### config.mk
export PLATFORM = sky130hd
export DESIGN_NAME = sensor_curve_temperature_lookup_unit
export DESIGN_NICKNAME = d
export VERILOG_FILES = /design/src/rtl/core/sctl_pkg.sv /design/src/rtl/core/sensor_curve_temperature_lookup_unit.sv
export SDC_FILE = /design/constraint.sdc
export NUM_CORES = 2
export LEC_CHECK = 0
export BUFFER_PORTS_ARGS = -buffer_cell sky130_fd_sc_hd__buf_2
export CORE_UTILIZATION = 30
export CTS_CLUSTER_DIAMETER = 200
export DETAILED_ROUTE_END_ITERATION = 16
export RECOVER_POWER = 100
export REMOVE_ABC_BUFFERS = 1
export SETUP_SLACK_MARGIN = 0.02
export SLEW_MARGIN = 20
export SYNTH_ARGS = -nofsm -noshare
export SYNTH_HDL_FRONTEND = slang
export SYNTH_SLANG_ARGS = --single-unit
export TNS_END_PERCENT = 50
### constraint.sdc
create_clock -name clk_i -period 7.9 [get_ports clk_i]
set_clock_uncertainty 0.1 [all_clocks]
set_input_delay 2.37 -clock clk_i [delete_from_list [all_inputs] [get_ports clk_i]]
set_output_delay 2.37 -clock clk_i [all_outputs]
set_load 0.02 [all_outputs]
### src/rtl/core/sctl_pkg.sv
// shared constants and types of the sensor curve temperature lookup unit
package sctl_pkg;

  // curve storage and fixed-point format
  localparam int CURVE_DEPTH = 64;
  localparam int FRAC_BITS   = 5;

  localparam int ADDR_W = $clog2(CURVE_DEPTH);
  localparam int CNT_W  = $clog2(CURVE_DEPTH + 1);

  // field widths
  localparam int IDX_W   = 6;
  localparam int VAL_W   = 16;
  localparam int TEMP_W  = 24;
  localparam int S_DATA_W = 40;
  localparam int M_DATA_W = 24;
  localparam int CFG_IDX_W  = 3;
  localparam int CFG_DATA_W = 10;

  // output saturation bounds
  localparam int OUT_MAX = 8388607;
  localparam int OUT_MIN = -8388608;

  // input word kinds
  localparam logic OP_CONVERT = 1'b0;
  localparam logic OP_WRITE   = 1'b1;

  // register indexes
  localparam logic [CFG_IDX_W-1:0] REG_TEMP_MIN      = 3'd0;
  localparam logic [CFG_IDX_W-1:0] REG_TEMP_MAX      = 3'd1;
  localparam logic [CFG_IDX_W-1:0] REG_STEP_DEGREES  = 3'd2;
  localparam logic [CFG_IDX_W-1:0] REG_CURVE_LENGTH  = 3'd3;
  localparam logic [CFG_IDX_W-1:0] REG_FALLING_CURVE = 3'd4;

  // sequencer states
  typedef enum logic [5:0] {
    ST_IDLE  = 6'b000001,
    ST_FETCH = 6'b000010,
    ST_CMP   = 6'b000100,
    ST_DIV   = 6'b001000,
    ST_MUL   = 6'b010000,
    ST_FIN   = 6'b100000
  } state_e;

endpackage

### src/rtl/core/sensor_curve_temperature_lookup_unit.sv
// top level of the sensor curve temperature lookup unit
//
// Converts a raw sensor reading into a signed 24 bit temperature with
// FRAC_BITS fractional bits by piecewise linear interpolation over a
// calibration curve that software loads word by word (tuser high, entry
// index and value in tdata). A conversion scans the curve through the
// single read port of the curve memory, one entry per cycle; on a match it
// runs, unless the span is zero, a restoring divider that yields one
// quotient bit per cycle (16 + FRAC_BITS steps), then one multiply and one
// saturating subtract. A reading beyond the curve (length clipped to the
// table depth) skips the divider and the multiply. The result waits in
// ST_FIN until the output register is free.
// The input side is not ready while a conversion runs; a finished result
// waits in an output register so the next word can be taken meanwhile.
// Curve entries that are read must have been written first; they hold no
// reset value.
module sensor_curve_temperature_lookup_unit (
  input  logic                              clk_i,
  input  logic                              rst_ni,
  // config write channel
  input  logic                              cfg_valid_i,
  output logic                              cfg_ready_o,
  input  logic [sctl_pkg::CFG_IDX_W-1:0]    cfg_index_i,
  input  logic [sctl_pkg::CFG_DATA_W-1:0]   cfg_data_i,
  // input stream
  input  logic                              s_axis_tvalid_i,
  output logic                              s_axis_tready_o,
  // entry_index [5:0], entry_value [21:6], reading [37:22], zero fill
  input  logic [sctl_pkg::S_DATA_W-1:0]     s_axis_tdata_i,
  // op [0]
  input  logic                              s_axis_tuser_i,
  // result stream
  output logic                              m_axis_tvalid_o,
  input  logic                              m_axis_tready_i,
  // temperature [23:0]
  output logic [sctl_pkg::M_DATA_W-1:0]     m_axis_tdata_o,
  // beyond_curve [0], zero_divisor [1]
  output logic [1:0]                        m_axis_tuser_o
);
  import sctl_pkg::*;

  // divider dividend and quotient width, step counter, base, product and sum widths
  localparam int NW   = VAL_W + FRAC_BITS;
  localparam int DCW  = $clog2(NW);
  localparam int BW   = 10 + CNT_W;
  localparam int PW   = NW + 10;
  localparam int TW   = NW + 12;

  localparam logic signed [TW-1:0] SAT_HI = TW'(OUT_MAX);
  localparam logic signed [TW-1:0] SAT_LO = TW'(OUT_MIN);

  // configuration registers
  logic signed [9:0] temp_min_q;
  logic signed [9:0] temp_max_q;
  logic [7:0]        step_q;
  logic [6:0]        curve_len_q;
  logic              falling_q;

  // sequencer
  state_e           state_q, state_d;
  logic [CNT_W-1:0] i_q, i_d;
  logic [CNT_W-1:0] i_nxt;
  logic [CNT_W-1:0] len_c;
  logic [DCW-1:0]   cnt_q, cnt_d;

  // datapath registers
  logic [VAL_W-1:0]       reading_q;
  logic [VAL_W-1:0]       prev_q;
  logic signed [BW-1:0]   base_q;
  logic [VAL_W-1:0]       rem_q;
  logic [NW-1:0]          quo_q;
  logic [VAL_W-1:0]       div_q;
  logic                   den_neg_q;
  logic                   zero_q;
  logic                   beyond_q;
  logic signed [PW-1:0]   prod_q;

  // output register
  logic                   out_valid_q;
  logic [TEMP_W-1:0]      out_temp_q;
  logic                   out_beyond_q;
  logic                   out_zero_q;

  // curve memory
  logic [VAL_W-1:0]  curve_mem [CURVE_DEPTH];
  logic [VAL_W-1:0]  rd_data_q;
  logic [ADDR_W-1:0] rd_addr;
  logic              mem_we;

  // input fields
  logic [IDX_W-1:0] in_index;
  logic [VAL_W-1:0] in_value;
  logic [VAL_W-1:0] in_reading;
  logic             s_fire;
  logic             cfg_fire;
  logic             out_free;

  // compare and interpolation terms
  logic [VAL_W-1:0]     cur;
  logic [VAL_W-1:0]     prev_eff;
  logic                 match;
  logic [VAL_W-1:0]     num_c;
  logic signed [16:0]   den_c;
  logic [VAL_W-1:0]     den_mag;
  logic [7+CNT_W:0]     step_idx;

  // divider step
  logic [VAL_W:0]   rem_sh;
  logic             div_ge;
  logic [VAL_W:0]   rem_sub;

  // final terms
  logic signed [NW:0]   q_s;
  logic signed [PW-1:0] prod_c;
  logic signed [TW-1:0] t_c;
  logic [TEMP_W-1:0]    temp_sat;

  assign in_index   = s_axis_tdata_i[5:0];
  assign in_value   = s_axis_tdata_i[21:6];
  assign in_reading = s_axis_tdata_i[37:22];

  assign cfg_ready_o     = 1'b1;
  assign cfg_fire        = cfg_valid_i & cfg_ready_o;
  assign s_axis_tready_o = (state_q == ST_IDLE);
  assign s_fire          = s_axis_tvalid_i & s_axis_tready_o;
  assign out_free        = ~out_valid_q | m_axis_tready_i;

  // writes beyond the table depth are dropped
  assign mem_we = s_fire & (s_axis_tuser_i == OP_WRITE) & (32'(in_index) < CURVE_DEPTH);

  // entries in use, clipped to the table depth
  assign len_c = (32'(curve_len_q) > CURVE_DEPTH) ? CNT_W'(CURVE_DEPTH)
                                                  : CNT_W'(curve_len_q);

  // while comparing, fetch the next entry ahead so the scan runs one per cycle
  assign i_nxt   = i_q + 1'b1;
  assign rd_addr = (state_q == ST_CMP) ? i_nxt[ADDR_W-1:0] : i_q[ADDR_W-1:0];

  always_ff @(posedge clk_i) begin
    if (mem_we) begin
      curve_mem[ADDR_W'(in_index)] <= in_value;
    end
    rd_data_q <= curve_mem[rd_addr];
  end

  // scan compare: entry zero uses itself stepped by one as its predecessor
  assign cur      = rd_data_q;
  assign prev_eff = (i_q == '0) ? (falling_q ? cur - 1'b1 : cur + 1'b1) : prev_q;
  assign match    = falling_q ? (cur >= reading_q) : (cur <= reading_q);
  assign num_c    = falling_q ? cur - reading_q : reading_q - cur;
  assign den_c    = falling_q ? $signed({1'b0, cur}) - $signed({1'b0, prev_eff})
                              : $signed({1'b0, prev_eff}) - $signed({1'b0, cur});
  assign den_mag  = den_c[16] ? VAL_W'(-den_c) : den_c[VAL_W-1:0];
  assign step_idx = step_q * i_q;

  // restoring divider, one quotient bit per cycle
  assign rem_sh  = {rem_q, quo_q[NW-1]};
  assign div_ge  = rem_sh >= {1'b0, div_q};
  assign rem_sub = rem_sh - {1'b0, div_q};

  // quotient takes the sign of the span
  assign q_s    = den_neg_q ? -$signed({1'b0, quo_q}) : $signed({1'b0, quo_q});
  assign prod_c = $signed({1'b0, step_q}) * q_s;

  // base temperature scaled up, minus the interpolated part, then saturated
  assign t_c = (TW'(base_q) <<< FRAC_BITS) - TW'(prod_q);
  always_comb begin
    if (t_c > SAT_HI) begin
      temp_sat = SAT_HI[TEMP_W-1:0];
    end else if (t_c < SAT_LO) begin
      temp_sat = SAT_LO[TEMP_W-1:0];
    end else begin
      temp_sat = t_c[TEMP_W-1:0];
    end
  end

  // sequencer
  always_comb begin
    state_d = state_q;
    i_d     = i_q;
    cnt_d   = cnt_q;
    unique case (state_q)
      ST_IDLE: begin
        if (s_fire && (s_axis_tuser_i == OP_CONVERT)) begin
          i_d     = '0;
          state_d = ST_FETCH;
        end
      end
      ST_FETCH: begin
        state_d = (len_c == '0) ? ST_FIN : ST_CMP;
      end
      ST_CMP: begin
        if (match) begin
          cnt_d   = '0;
          state_d = (den_c == '0) ? ST_MUL : ST_DIV;
        end else begin
          i_d = i_nxt;
          if (i_nxt == len_c) begin
            state_d = ST_FIN;
          end
        end
      end
      ST_DIV: begin
        cnt_d = cnt_q + 1'b1;
        if (cnt_q == DCW'(NW - 1)) begin
          state_d = ST_MUL;
        end
      end
      ST_MUL: begin
        state_d = ST_FIN;
      end
      ST_FIN: begin
        if (out_free) begin
          state_d = ST_IDLE;
        end
      end
      default: begin
        state_d = ST_IDLE;
      end
    endcase
  end

  always_ff @(posedge clk_i or negedge rst_ni) begin
    if (!rst_ni) begin
      state_q     <= ST_IDLE;
      i_q         <= '0;
      cnt_q       <= '0;
      out_valid_q <= 1'b0;
      temp_min_q  <= 10'sd0;
      temp_max_q  <= 10'sd100;
      step_q      <= 8'd10;
      curve_len_q <= 7'd1;
      falling_q   <= 1'b0;
    end else begin
      state_q <= state_d;
      i_q     <= i_d;
      cnt_q   <= cnt_d;
      if ((state_q == ST_FIN) && out_free) begin
        out_valid_q <= 1'b1;
      end else if (m_axis_tready_i) begin
        out_valid_q <= 1'b0;
      end
      if (cfg_fire) begin
        unique case (cfg_index_i)
          REG_TEMP_MIN:      temp_min_q  <= $signed(cfg_data_i[9:0]);
          REG_TEMP_MAX:      temp_max_q  <= $signed(cfg_data_i[9:0]);
          REG_STEP_DEGREES:  step_q      <= cfg_data_i[7:0];
          REG_CURVE_LENGTH:  curve_len_q <= cfg_data_i[6:0];
          REG_FALLING_CURVE: falling_q   <= cfg_data_i[0];
          default: ;
        endcase
      end
    end
  end

  // datapath payload
  always_ff @(posedge clk_i) begin
    case (state_q)
      ST_IDLE: begin
        reading_q <= in_reading;
      end
      ST_FETCH: begin
        // result defaults to the beyond value, used for an empty curve or when no entry matches
        base_q   <= BW'(temp_max_q);
        prod_q   <= '0;
        beyond_q <= 1'b1;
        zero_q   <= 1'b0;
      end
      ST_CMP: begin
        prev_q <= cur;
        if (match) begin
          base_q    <= $signed({2'b00, step_idx}) + BW'(temp_min_q);
          beyond_q  <= 1'b0;
          zero_q    <= (den_c == '0);
          den_neg_q <= den_c[16];
          div_q     <= den_mag;
          rem_q     <= '0;
          quo_q     <= (den_c == '0) ? '0 : (NW'(num_c) << FRAC_BITS);
        end
      end
      ST_DIV: begin
        rem_q <= div_ge ? rem_sub[VAL_W-1:0] : rem_sh[VAL_W-1:0];
        quo_q <= {quo_q[NW-2:0], div_ge};
      end
      ST_MUL: begin
        prod_q <= prod_c;
      end
      ST_FIN: begin
        if (out_free) begin
          out_temp_q   <= temp_sat;
          out_beyond_q <= beyond_q;
          out_zero_q   <= zero_q;
        end
      end
      default: ;
    endcase
  end

  assign m_axis_tvalid_o = out_valid_q;
  assign m_axis_tdata_o  = out_temp_q;
  assign m_axis_tuser_o  = {out_zero_q, out_beyond_q};

endmodule
==> results.json <==
{
  "cts_setup_buffers": 0,
  "p_leak_nw": 25.5,
  "final_cell_mix": "1,186 x edfxtp_1, 376 x inv_1, 336 x mux4_2",
  "grt_max_degree": 101,
  "h-tree-depth": 4,
  "syn_area_mm2": 0.0632,
  "grt_pass1_wl_um": 218000,
  "synth-simple-area-share": 0.0624,
  "root_buffer": "clkbuf_16",
  "globalplace.congestion": 0.827,
  "slew_viol_final": 1446,
  "synth_compound_area_frac": 0.0532,
  "hold_violations": 0,
  "nFillCells": 20300,
  "start_util": 0.302,
  "grt_busiest_layer": "met2",
  "area_delta_synth_final_pct": 12.6,
  "min_path_type": "reg -> reg",
  "grt_usage": 0.135,
  "post_dp_cell_area_mm2": 0.0673,
  "startpoint_type": "register",
  "finalSetupViolCount": 0,
  "multi_input_area_mm2": 0.0237,
  "final_common_cell": "edfxtp_1",
  "rsz0062_at_grt": "no",
  "coreArea_mm2": 0.209,
  "critical_path_class": "reg -> reg",
  "ys_seq_elements": 1257,
  "synth_xor_xnor_area_share": 0.0248,
  "min_period_ns": 7.11,
  "drt_wl_total_um": 143000,
  "maxCapViolations": 32,
  "hold_depth": 0,
  "rows": 168,
  "placement.io_buffers": 84,
  "r2r-start": "step_q[1]",
  "cts.sinks": 1257,
  "seq_area_mm2": 0.0373,
  "design_area_mm2": 0.0711,
  "cts_buffers": 131,
  "drt_iter0_drc": 2510,
  "grt_use_met3": 0.0208,
  "grt-ovfl-total": 0,
  "top_level_ports": 88,
  "seq_area_frac_synth": 0.591,
  "synth_edf_count": 1186,
  "wl_per_cell_um": 20.0,
  "yosys_warnings": 0,
  "tightestPinTransition_ns": 3.23,
  "period_share": 0.900,
  "hold_end": "out_beyond_q",
  "required_ns": 8.28,
  "endpoint_kind": "register",
  "antenna_found_initial": 5,
  "final_antenna_net_count": 0,
  "power_density_mw_per_mm2": 334,
  "synth_adder_area_share": 0.103,
  "cp_max_fo": 30,
  "worstSkewPairLatency_ns": 0.76,
  "drive_gt1_frac": 0.153,
  "drcViolationCount": 0,
  "violations": "capacitance limit, slew limit",
  "cts.path.max_buffers": 3,
  "regToRegSetupSlack_ns": 0.79,
  "grt_pass1_vias": 35400,
  "async_flop_share": 0.0438,
  "dpl.hpwl_um": 94000,
  "power_mw": 23.8,
  "synth.lib_cells_used.distinct": 99,
  "synth_top_flop_cell": "edfxtp_1",
  "grtUsageMet1": 0.180,
  "relSlewSlack": -1.16,
  "cts-resized-gates": 0,
  "postCtsHoldBufs": 0,
  "nets": 4741,
  "cp.arrival_ns": 7.49,
  "timing.rr.end": "base_q[16]",
  "synth_top_family_by_area": "multiplexers",
  "r2r_cells": 23,
  "fmax_mhz": 141,
  "gr-usage-met2": 0.227,
  "synth.top_cell.area_share": 0.564,
  "yosysTopAreaCell": "edfxtp_1",
  "peakVddDrop_mv": 0.293,
  "viasPerCell": 4.78,
  "yosys-top-cells-area": "edfxtp_1 56%, mux4_2 12%, fa_1 5.5%",
  "die_y_um": 461,
  "path_clk_slew_ns": 0.05,
  "hp-start": "beyond_q",
  "cts_tree": "done",
  "die_x_um": 461,
  "status": "finished with violations",
  "drtPass1Iterations": 5,
  "die-area_mm2": 0.212,
  "num_vias": 34300,
  "synthCells": 4118,
  "synth.area.mux_share": 0.132,
  "syn_area_per_cell_um2": 15.3
}
==> worst max path at each step <==
stage	startpoint	end	slack (ns)	cells after the start
2_1_floorplan	state_q[0]	cur[0]	-8.12	8
3_3_place_gp	quo_q[3]	prod_q[28]	0.96	23
3_5_place_dp	quo_q[5]	prod_q[28]	0.92	23
4_1_cts	quo_q[5]	prod_q[28]	0.97	23
5_1_grt	step_q[1]	base_q[16]	0.28	22
6_report	step_q[1]	base_q[16]	0.79	23
==> cells by family after synthesis <==
logic type                 count (synthesis)
AOI/OAI and AO/OA                        518
xor gates and xnor gates                 176
adders and majority gates                413
buffers and inverters                    548
DFF                                     1257
muxes                                    406
other                                      1
and+or+nand+nor                          799
==> critical path, stage by stage, from the launching register on <==
cell and delay [ns]:
dfstp_1 1.28, nand2_1 0.18, fa_1 0.52, fa_1 0.49
inv_1 0.05, fa_1 0.47, inv_1 0.05, fa_1 0.47
inv_1 0.04, ha_1 0.29, a21oi_1 0.21, o21ai_0 0.11
a21oi_1 0.22, nor2b_1 0.07, o21a_1 0.18, nor2_1 0.11
xnor2_1 0.18, ha_1 0.31, o211ai_1 0.10, o21ai_0 0.12
or4b_2 0.64, a31oi_1 0.22, xnor2_1 0.09, o21ai_0 0.37
==> registers in the layout, summed over array words and instances (netlist names), 5 cells and up <==
name / cells
div_q: 16
temp_min_q: 10
base_q: 17
cnt_q: 5
curve_len_q: 7
prod_q: 31
reading_q: 16
quo_q: 21
m_axis_tdata_o: 24
step_q: 8
cur: 16
prev_q: 16
state_q: 6
i_q: 7
curve_mem: 1024
rem_q: 16
temp_max_q: 10
==> layer usage <==
metal / vias up / part of all wire / routed length, µm
li1: 15700 / - / -
met1: 17600 / 0.44 / 63100
met3: 186 / 0.050 / 7120
met4: 2 / 0.024 / 3450
met5: - / 0.00011 / 16
met2: 822 / 0.49 / 69600
==> through the flow <==
stage          hold WS [ns]  cells  TNS [ns]  worst slack, ns  utilization
5_1_grt               0.353   7174         0            0.284        0.340
4_1_cts               0.333   7174         0            0.969        0.342
3_5_place_dp          0.320   6941         0            0.919        0.321
2_1_floorplan         0.300   3948   -129.95            -8.12            -
6_report              0.327   7178         0            0.792        0.340
3_3_place_gp          0.309   6941         0            0.965        0.321
==> Yosys cell counts (35+ instances only) <==
master,number
ha_1,239
o21ai_0,114
nor2_1,190
fa_1,174
nor2b_1,35
nand2_1,235
clkbuf_1,112
edfxtp_1,1186
nor3_1,38
buf_2,38
dfrtp_1,48
mux2_2,48
and2_1,141
inv_1,376
a21o_1,63
a21oi_1,130
xor2_1,49
mux4_2,336
xnor2_1,124
==> power breakdown <==
| group | internal, mW | switching, mW |
|---|---|---|
| Sequential | 7.69 | 0.234 |
| Clock | 3.40 | 2.64 |
| Combinational | 4.27 | 5.53 |
| Total | 15.4 | 8.41 |
==> cell type report <==
type                    count  area share
diodes                      4    0.000141
clock buffers             166      0.0501
clock inverters            67     0.00966
inverters                 378      0.0199
multi-input cells        2313       0.334
flip-flops and latches   1257       0.525
well taps                2805      0.0493
repair buffers            188      0.0125
Note: power is estimated with default switching activity, not from simulation.
